### src/hw/rtl/zbsf_pkg.sv
// Package for the z-buffer span fill shader: frame geometry, derived widths,
// payload structs, state encodings and divider request/response types.
// No dependencies.
package zbsf_pkg;

    localparam int FRAME_WIDTH  = 512;
    localparam int FRAME_HEIGHT = 512;

    localparam int COL_W     = $clog2(FRAME_WIDTH);
    localparam int CNT_W     = COL_W + 1;
    localparam int MEM_DEPTH = FRAME_WIDTH * FRAME_HEIGHT;
    localparam int ADDR_W    = (MEM_DEPTH > 1) ? $clog2(MEM_DEPTH) : 1;

    // signed column math (ceil/floor of 20-bit fixed point, clamp to width)
    localparam int XC_W  = 14;
    // column offset in 1/256 units from the left edge
    localparam int OFF_W = (((COL_W + 8) > 19) ? (COL_W + 8) : 19) + 1;
    localparam int DIF_W = 25;
    localparam int NUM_W = OFF_W + DIF_W + 1;
    localparam int MAG_W = NUM_W - 1;
    localparam int DEN_W = 21;
    localparam int QW    = 36;
    localparam int NCH   = 4;

    localparam logic signed [23:0] DEPTH_FAR   = 24'sd8388607;
    localparam int                 SHADE_SCALE = 2 * 255;

    typedef enum logic [1:0] {
        ACT_CLEAR = 2'd0,
        ACT_DRAW  = 2'd1,
        ACT_READ  = 2'd2
    } t_action;

    typedef struct packed {
        logic [1:0]         action;
        logic [8:0]         row;
        logic signed [19:0] x_left;
        logic signed [19:0] x_right;
        logic signed [23:0] depth_left;
        logic signed [23:0] depth_right;
        logic signed [15:0] red_left;
        logic signed [15:0] green_left;
        logic signed [15:0] blue_left;
        logic signed [15:0] red_right;
        logic signed [15:0] green_right;
        logic signed [15:0] blue_right;
    } t_in_item;

    typedef struct packed {
        logic signed [23:0] stored_depth;
        logic [7:0]         pixel_red;
        logic [7:0]         pixel_green;
        logic [7:0]         pixel_blue;
        logic [9:0]         pixels_written;
    } t_out_item;

    typedef enum logic [3:0] {
        ST_CLEAR,
        ST_IDLE,
        ST_RB_RD,
        ST_RB_DATA,
        ST_SETUP,
        ST_MUL,
        ST_DIV_START,
        ST_DIV_WAIT,
        ST_PIX_RD,
        ST_PIX_CMP,
        ST_SHADE,
        ST_PIX_NEXT,
        ST_DONE
    } t_state;

    typedef enum logic [2:0] {
        SH_IDLE,
        SH_SQ,
        SH_LIM,
        SH_TT,
        SH_CMP
    } t_shade_state;

    typedef struct packed {
        logic             start;
        logic             neg;
        logic [MAG_W-1:0] mag;
        logic [DEN_W-1:0] den;
    } t_div_req;

    typedef struct packed {
        logic                 done;
        logic signed [QW-1:0] quo;
        logic [DEN_W-1:0]     rem;
    } t_div_rsp;

endpackage

### src/hw/rtl/zbsf_div.sv
// Bit-serial restoring divider, one quotient bit per cycle, floor semantics
// for a signed numerator and positive denominator. Depends on zbsf_pkg.
module zbsf_div import zbsf_pkg::*; (
    input  logic     i_clk,
    input  logic     i_rst_n,
    input  t_div_req i_req,
    output t_div_rsp o_rsp
);

    localparam int CW = $clog2(MAG_W);

    logic             r_busy;
    logic             r_done;
    logic [CW-1:0]    r_cnt;
    logic [MAG_W-1:0] r_q;
    logic [DEN_W-1:0] r_rem;
    logic [DEN_W-1:0] r_den;
    logic             r_neg;

    logic [DEN_W:0]       rem_sh;
    logic                 ge;
    logic [DEN_W:0]       rem_sub;
    logic signed [QW-1:0] qm;
    logic                 rem_nz;

    assign rem_sh  = {r_rem, r_q[MAG_W-1]};
    assign ge      = rem_sh >= {1'b0, r_den};
    assign rem_sub = rem_sh - {1'b0, r_den};

    always_ff @(posedge i_clk) begin
        if (!i_rst_n) begin
            r_busy <= 1'b0;
            r_done <= 1'b0;
            r_cnt  <= '0;
        end else begin
            r_done <= 1'b0;
            if (i_req.start) begin
                r_busy <= 1'b1;
                r_cnt  <= CW'(MAG_W - 1);
            end else if (r_busy) begin
                if (r_cnt == '0) begin
                    r_busy <= 1'b0;
                    r_done <= 1'b1;
                end else begin
                    r_cnt <= r_cnt - 1'b1;
                end
            end
        end
    end

    always_ff @(posedge i_clk) begin
        if (i_req.start) begin
            r_q   <= i_req.mag;
            r_rem <= '0;
            r_den <= i_req.den;
            r_neg <= i_req.neg;
        end else if (r_busy) begin
            r_q   <= {r_q[MAG_W-2:0], ge};
            r_rem <= ge ? rem_sub[DEN_W-1:0] : rem_sh[DEN_W-1:0];
        end
    end

    assign qm     = QW'(r_q);
    assign rem_nz = r_rem != '0;

    always_comb begin
        o_rsp.done = r_done;
        if (r_neg) begin
            o_rsp.quo = -qm - QW'(rem_nz);
            o_rsp.rem = rem_nz ? (r_den - r_rem) : '0;
        end else begin
            o_rsp.quo = qm;
            o_rsp.rem = r_rem;
        end
    end

endmodule

### config.mk
export PLATFORM = sky130hd
export DESIGN_NAME = zbsf_div
export DESIGN_NICKNAME = d
export VERILOG_FILES = /design/src/hw/rtl/zbsf_pkg.sv /design/src/hw/rtl/zbsf_div.sv
export SDC_FILE = /design/constraint.sdc
export NUM_CORES = 1
export LEC_CHECK = 0
export BUFFER_PORTS_ARGS = -buffer_cell sky130_fd_sc_hd__buf_4
export CAP_MARGIN = 25
export CORE_UTILIZATION = 53
export CTS_CLUSTER_SIZE = 8
export DETAILED_ROUTE_END_ITERATION = 10
export GPL_ROUTABILITY_DRIVEN = 0
export HOLD_SLACK_MARGIN = 0.1
export PLACE_DENSITY = 0.79
export REMOVE_ABC_BUFFERS = 1
export SYNTH_ARGS = -nofsm -noshare
export SYNTH_HDL_FRONTEND = slang
export SYNTH_SLANG_ARGS = --single-unit
### constraint.sdc
create_clock -name i_clk -period 4.1 [get_ports i_clk]
set_input_delay 0.615 -clock i_clk [delete_from_list [all_inputs] [get_ports i_clk]]
set_output_delay 0.615 -clock i_clk [all_outputs]
set_load 0.02 [all_outputs]
# Word level (Yosys, flattened, before mapping)
# Cells that the tools add are included.
# totals
inputBits	70
reg_bits	96
wordCells	37
# classes
muxes	12
eq_ne	1
n_reduce_logical	7
addsub	5
bitwise	3
order_cmp	1
# op_table
operator	n
2-to-1 mux 45 bit	2
2-to-1 mux 57 bit	1
2-to-1 mux 21 bit	2
subtractor 21 bit	2
negation 36 bit	1
subtractor 36 x 1 -> 36 bit	1
>= comparator 22 x 21 -> 1 bit	1
nonzero test 21 bit	1
2-to-1 mux 6 bit	3
logical NOT 6 bit	1
subtractor 6 x 1 -> 6 bit, second input constant	1
2-to-1 mux 1 bit	4
AND reduction 2 bit	2
NOT 1 bit	3
OR reduction 3 bit	1
inequality test 2 bit, second input constant	1
nonzero test 2 bit	1
OR reduction 2 bit	1

# Longest topological paths before layout
# Gate-level depths: netlist (run 1).
# logic_depth
depth_word	4
mapped_depth	17
mapped_depth_nobuf	16

# Worst setup path after synthesis (run 1)
# No wires, ideal clock.
# synth_timing
kind	reg-to-output
from	reg r_rem[5]
to	out o_rsp[40] (netlist name)
arrival_ps	3746
n_path_buf	1
slack_ps	-261
stages_incl_launch_ff	18
path_cell_list	dfxtp_1 > nor4_1 > nand4_1 > or4_1 > clkbuf_1 > inv_1 > ha_1 > ha_1 > inv_1 > ha_1 > or2_1 > a21oi_1 > o21ai_1 > a211oi_1 > o211ai_1 > a21boi_0 > nor3_1 > o31ai_1
# synth_rtl
element	line_no	rtl
start: declaration	zbsf_div.sv:16	logic [DEN_W-1:0] r_rem;
start signal: assignment	zbsf_div.sv:59	r_rem <= ge ? rem_sub[DEN_W-1:0] : rem_sh[DEN_W-1:0];
end: declaration	zbsf_div.sv:7	output t_div_rsp o_rsp

==> out/metrics.cfg, run 1 <==
[clock_network]
clk_latency_ns = 0.36
clockRootBuffer = clkbuf_16
cts_inserted_buffers = 9
clkSinkCount = 96
h-tree-depth = 3
cts_tree = built
clk_pin_slew_worst_paths_ns = 0.07
ctsHoldBuffers = 0
clockBufferDepth = 2

[worst_setup_path]
r2r_setup_slack_ns = 0.85
worstSetupPathType = flop to output pin
reg2reg_depth = 12
start_kind = flop
path_max_fanout = 3
cp-end-kind = output pin
cp.required_ns = 3.48
r2r-start = r_q[44]$_DFFE_PP_
r2r_end = r_rem[1]$_SDFFE_PP0P_
cp.arrival_ns = 3.88

[finish]
final_common_cell = buf_4
postLayoutCoreUtil = 0.6911
fin_nets = 1318
final_cell_area_um2 = 10660
drive_gt1_frac = 0.2479
final_cell_mix = buf_4, inv_1, nand2_1
diodes = 0
syn_to_final_growth_pct = 25.14

[sta]
worst_slack_ns = -0.3968
period_minus_slack_ns = 4.497
fin_skew_ns = 0.007656
rsz0062_at_grt = true
fin_crit_sh = 1.097
finalMaxSlewViolations = 0
fin_hold_ws_ns = 0.4285
finalHoldViolCount = 0
max_slew_margin = 0.5185
max_freq_ghz = 0.2224
tightest_slew_ns = 0.7222
setup_viol = 21

[pwr]
leakage_nw = 4.756
switching_share = 0.3964
p_total_mw = 4.335
vdd_drop_max_uv = 311.5
power_density_nw_per_um2 = 406.6
clockPowerShare = 0.206
power_switching_mw = 1.719
seqPwrFrac = 0.277
internal_power_mw = 2.616
comb_power_share = 0.517

[min_path]
hold_end = r_den[3]$_DFFE_PP_
min_delay_path_depth = 1
worstHoldStart = i_req[3]
min_path_type = input port to flop

[global_route]
overflow = 0
grt.total_usage = 0.2746
grt_pass1_vias = 7709
antenna_found_initial = 0
grt_pass1_wl_um = 36190
grt_start_max_net_pins = 77

[detailed_routing]
routed_wl_um = 22590
first_pass_iters = 5
drt-initial-drc-count = 468
wl_per_cell_um = 16.36
ant_nets = 0
num_vias = 7995
viasPerCell = 5.789
drc = 0

[floorplanning]
rows = 45
ios = 128
fp.coreArea_um2 = 15430
die_w_um = 128.8
dieArea_um2 = 16590
die_h_um = 128.8
start_util = 0.5522

[logic_synthesis]
synth_seq_cells = 96
syn_inst = 1006
syn_avg_cell_area_um2 = 8.469
synth_async_sr_flop_share = 0
synth.distinct_cells = 86
synth_ff_type = edfxtp_1
seq_area_frac_synth = 0.3043
ys_warn_count = 0
synth_area_um2 = 8519
synth_edf_count = 67

[placement]
dpl_cell_area_um2 = 9905
dp_hpwl_um = 16300
dp_slack_ns = -0.2361
io_buffers = 127

[status]
status = complete, but fails checks
violations = setup timing

[job]
drv_cap = 0

synthesized netlist by cell type, types with 4 or more instances:
cell / n / area (µm²)
o21ai_1: 4 / 20.02
nor2b_1: 6 / 37.54
mux2_2: 10 / 112.6
nand2_1: 89 / 334.1
xnor2_1: 38 / 332.8
nand2b_1: 8 / 50.05
a21o_1: 24 / 180.2
mux2i_1: 24 / 240.2
a41oi_1: 6 / 52.55
inv_1: 98 / 367.9
nand3b_1: 4 / 30.03
xor2_1: 21 / 183.9
a31o_2: 5 / 43.79
or2_2: 4 / 25.02
dfxtp_1: 29 / 580.6
a31oi_1: 12 / 75.07
nand4_1: 12 / 75.07
nor3_1: 13 / 65.06
edfxtp_1: 67 / 2012
o21ai_0: 82 / 410.4
and3_1: 12 / 75.07
a21oi_1: 74 / 370.4
a211oi_1: 30 / 225.2
o21a_1: 8 / 60.06
o22ai_1: 13 / 81.33
clkbuf_1: 25 / 93.84
nand3_1: 21 / 105.1
o211ai_1: 4 / 30.03
ha_1: 81 / 1013
a21boi_0: 6 / 45.04
o31ai_1: 7 / 52.55
nor2_1: 69 / 259.0
o21bai_1: 7 / 52.55
and2_1: 10 / 62.56
worst max-delay path by stage:
stage / start / endpoint / cells past startpoint
after detailed placement: r_rem[12]$_SDFFE_PP0P_ / o_rsp[40] / 17
after CTS: r_rem[15]$_SDFFE_PP0P_ / o_rsp[56] / 17
after global placement: r_rem[12]$_SDFFE_PP0P_ / o_rsp[40] / 17
after floorplan: r_rem[5]$_SDFFE_PP0P_ / o_rsp[40] / 16
after global routing: r_rem[12]$_SDFFE_PP0P_ / o_rsp[56] / 17
final: r_rem[12]$_SDFFE_PP0P_ / o_rsp[50] / 19
routing by layer:
| layer | vias to the layer above | share of wire | global-route usage | wire length (µm) |
|---|---|---|---|---|
| met5 | - | 0 | 0 | 0 |
| met4 | 0 | 0.021 | 0.08997 | 485 |
| met3 | 37 | 0.054 | 0.05655 | 1209 |
| met2 | 222 | 0.48 | 0.4617 | 10810 |
| met1 | 3739 | 0.45 | 0.3519 | 10080 |
| li1 | 3997 | - | - | - |
kinds of logic after synthesis:
kind of cell / Yosys count / synth area share
simple gates: 274 / 0.1552
buf+inv: 135 / 0.06447
compound gates: 325 / 0.2503
fa+ha+maj: 83 / 0.1237
flops: 96 / 0.3043
xor+xnor: 59 / 0.06066
mux: 34 / 0.04142
final cells by class:
class	count	area, µm²
inverters	99	376.6
well taps	211	264.0
flip-flops and latches	96	2595
clock inverters	6	66.31
repair buffers	184	1413
clock buffers	10	239.0
multi-input cells	775	5708
fillers	1243	4766
critical path, cell delays in order (launching register included):
cell	delay [ns]
dfxtp_2	0.34
nor4_4	0.27
nand4_1	0.16
or4_4	0.48
inv_4	0.08
ha_4	0.15
ha_4	0.13
inv_4	0.03
ha_4	0.15
or2_4	0.24
a21oi_4	0.16
o21ai_4	0.10
a22oi_4	0.24
buf_4	0.15
a21o_1	0.18
buf_6	0.13
a41oi_2	0.08
xor2_1	0.16
mux2i_1	0.13
buf_4	0.16
registers in the layout (all words and copies together), names as in the netlist:
name / cells
r_neg: 1
r_done: 1
r_den: 21
r_cnt: 6
r_rem: 21
r_busy: 1
r_q: 45
timing repair:
action,CTS,global route
resized for setup,62,24
setup endpoints to repair,25,28
cloned,0,0
pin swaps,39,30
buffers inserted,7,8
power groups by stage:
stage	logic, mW	clock network, mW	registers (mW)
2_1_floorplan	1.36	0	1.23
3_3_place_gp	2.00	0	1.22
3_5_place_dp	2.02	0	1.22
4_1_cts	2.15	0.906	1.20
5_1_grt	2.43	0.942	1.21
6_report	2.24	0.894	1.20
per-stage QoR:
stage	TNS [ns]	cells
final	-5.745	1381
after global routing	-8.441	1381
after CTS	-6.658	1374
after detailed placement	-1.394	1352
after global placement	-0.6848	1351
after floorplan	-0.5920	970
Note: power is estimated with default switching activity, not from simulation.
==> inputs of run 2 (changes only) <==
--- a/config.mk
+++ b/config.mk
@@ -12,6 +12,7 @@
 export DETAILED_ROUTE_END_ITERATION = 10
 export GPL_ROUTABILITY_DRIVEN = 0
 export HOLD_SLACK_MARGIN = 0.1
+export MAX_ROUTING_LAYER = met4
 export PLACE_DENSITY = 0.79
 export REMOVE_ABC_BUFFERS = 1
 export SYNTH_ARGS = -nofsm -noshare
==> out/metrics.cfg, run 2 (synthesized netlist as in run 1, its figures left out) <==
[worst_setup_path]
cp_top_family = simple AND/OR/NAND/NOR gates  ; unchanged
path_cells = nor4_4, nand4_1, or4_4, inv_4, ha_4, ha_4, inv_4, ha_4, or2_4, a21oi_4, o21ai_4, a22oi_4, buf_4, a21o_1, buf_6, a41oi_2, xor2_1, mux2i_1, buf_4  ; unchanged
cp-end-kind = output pin  ; unchanged
crit_start = r_rem[12]$_SDFFE_PP0P_  ; unchanged
r2r-start = r_q[44]$_DFFE_PP_  ; unchanged
path_common_cell = ha_4  ; unchanged
cp.required_ns = 3.48  ; about the same
start_kind = flop  ; unchanged
slowest_delay_ns = 0.48  ; about the same
worst-path-stages = 19  ; unchanged
worstSetupPathType = flop to output pin  ; unchanged
cp.arrival_ns = 3.88  ; about the same
cp-endpoint = o_rsp[50]  ; unchanged
worst-path-buf-inv = 5  ; unchanged
reg2reg_depth = 12  ; unchanged
r2r_setup_slack_ns = 0.84  ; was 0.85 ns
critPathSlowestCell = or4_4  ; unchanged
path_max_fanout = 3  ; unchanged
r2r_end = r_rem[1]$_SDFFE_PP0P_  ; unchanged

[clock_network]
clockBufferDepth = 2  ; unchanged
clk_latency_ns = 0.36  ; about the same
h-tree-depth = 3  ; unchanged
cts_tree = built  ; unchanged
clockRootBuffer = clkbuf_16  ; unchanged
clkSinkCount = 96  ; unchanged
clk_pin_slew_worst_paths_ns = 0.07  ; about the same
cts_inserted_buffers = 9  ; unchanged

[detailed_routing]
ant_nets = 0  ; unchanged
routed_wl_um = 22580  ; was 22590 µm
viasPerCell = 5.783  ; was 5.789
wl_per_cell_um = 16.35  ; was 16.36 µm
drc = 0  ; unchanged
drt-initial-drc-count = 517  ; was 468
num_vias = 7987  ; was 7995
first_pass_iters = 6  ; was 5

[global_route]
grt_start_max_net_pins = 77  ; unchanged
grt_pass1_vias = 7709  ; unchanged
antenna_found_initial = 0  ; unchanged
grt.total_usage = 0.2833  ; was 0.2746
overflow = 0  ; unchanged
grt_pass1_wl_um = 36140  ; was 36190 µm

[finish]
postLayoutCoreUtil = 0.6914  ; was 0.6911
fill_cells = 1242  ; was 1243
syn_to_final_growth_pct = 25.20  ; was 25.14%
final_common_cell = buf_4  ; unchanged
final_cell_mix = buf_4, inv_1, nand2_1  ; unchanged
largest_register_ffs = 45  ; unchanged
fin_nets = 1318  ; unchanged
diodes = 0  ; unchanged
seq_area_um2 = 2595  ; unchanged
final_cell_area_um2 = 10670  ; was 10660 µm²
reg_top3 = r_q: 45 flops, r_den: 21 flops, r_rem: 21 flops  ; unchanged
multi_input_area_um2 = 5713  ; was 5708 µm²
regMostFlops = r_q  ; unchanged
drive_gt1_frac = 0.2479  ; unchanged
final_cells = 1381  ; unchanged

[placement]
dp_slack_ns = -0.2361  ; unchanged
dpl_cell_area_um2 = 9905  ; unchanged
io_buffers = 127  ; unchanged
dp_hpwl_um = 16300  ; unchanged
dpl.cell_count = 1352  ; unchanged

[sta]
worst_slack_ns = -0.3942  ; was -0.3968 ns
max_freq_ghz = 0.2225  ; was 0.2224 GHz
fin_skew_ns = 0.01075  ; was 0.007656 ns
rsz0062_at_grt = true  ; unchanged
tightest_slew_ns = 0.7103  ; was 0.7222 ns
finalHoldViolCount = 0  ; unchanged
max_slew_margin = 0.5265  ; was 0.5185
finalMaxSlewViolations = 0  ; unchanged
setup_viol = 21  ; unchanged
fin_crit_sh = 1.096  ; was 1.097
period_minus_slack_ns = 4.494  ; was 4.497 ns

[floorplanning]
rows = 45  ; unchanged
fp.coreArea_um2 = 15430  ; unchanged
ios = 128  ; unchanged
die_h_um = 128.8  ; unchanged
dieArea_um2 = 16590  ; unchanged
die_w_um = 128.8  ; unchanged
start_util = 0.5522  ; unchanged

[pwr]
power_density_nw_per_um2 = 406.7  ; was 406.6 nW/µm²
leakage_nw = 4.759  ; was 4.756 nW
vdd_drop_max_uv = 311.0  ; was 311.5 µV

[status]
status = complete, but fails checks  ; unchanged
violations = setup timing  ; unchanged

[job]
drv_cap = 0  ; unchanged

[min_path]
min_path_type = input port to flop  ; unchanged

run 2: cell counts in the layout (fill, tap and decap cells not counted):
No cell type changed its count.
run 2: where the power goes:
group,switching [mW],internal (mW)
Combinational,1.26,0.981
Sequential,0.0574,1.14
Clock,0.401,0.494
run 2: worst register-to-register path: stages (launching register included):
cell and delay (ns):
edfxtp_1 0.41, inv_1 0.07, ha_1 0.18, fa_1 0.19, and2b_1 0.20, o31a_1 0.30
o311ai_2 0.29, nand4_1 0.23, nand2_2 0.55, buf_4 0.29, mux2i_1 0.23, mux2i_1 0.11
nor2_1 0.11
run 2: area by class of cell:
class	instances	area share
multi-input combinational	775	0.5356
sequential	96	0.2433
clock inverter	6	0.006217
inverter	99	0.03531
tap	211	0.02475
clock buffer	10	0.02240
timing repair buffer	184	0.1324
run 2: worst min-delay path by stage:
stage | depth (start not counted) | from | end | slack [ns]
after detailed placement | 2 | r_cnt[1]$_SDFFE_PP0P_ | r_cnt[1]$_SDFFE_PP0P_ | 0.51
after floorplan | 2 | r_rem[19]$_SDFFE_PP0P_ | r_rem[19]$_SDFFE_PP0P_ | 0.48
after global placement | 2 | r_cnt[1]$_SDFFE_PP0P_ | r_cnt[1]$_SDFFE_PP0P_ | 0.50
after CTS | 1 | i_req[3] | r_den[3]$_DFFE_PP_ | 0.42
after global routing | 1 | i_req[0] | r_den[0]$_DFFE_PP_ | 0.41
final | 1 | i_req[3] | r_den[3]$_DFFE_PP_ | 0.43
run 2: what timing repair did:
| item | 4_1_cts | 5_1_grt |
|---|---|---|
| gates resized for setup | 62 | 25 |
| hold buffers | 0 | 0 |
| pin swaps | 39 | 30 |
| buffers inserted | 7 | 8 |
| hold endpoints to repair | 0 | 0 |
| setup endpoints to repair | 25 | 28 |
run 2: layer usage:
metal	share of wire	vias to the layer above	routed length, µm	track usage
met1	0.45	3732	10230	0.3540
met2	0.48	215	10820	0.4607
met3	0.046	39	1037	0.04990
li1	-	4001	-	-
met5	0	-	0	-
met4	0.022	0	488	0.09827
run 2: metrics by stage:
stage / hold WS (ns) / total power [mW] / TNS [ns]
floorplan: 0.4766 / 2.587 / -0.5920
global placement: 0.4951 / 3.213 / -0.6848
detailed placement: 0.5058 / 3.240 / -1.394
CTS: 0.4217 / 4.255 / -6.658
global route: 0.4144 / 4.586 / -8.353
finish: 0.4273 / 4.338 / -5.627
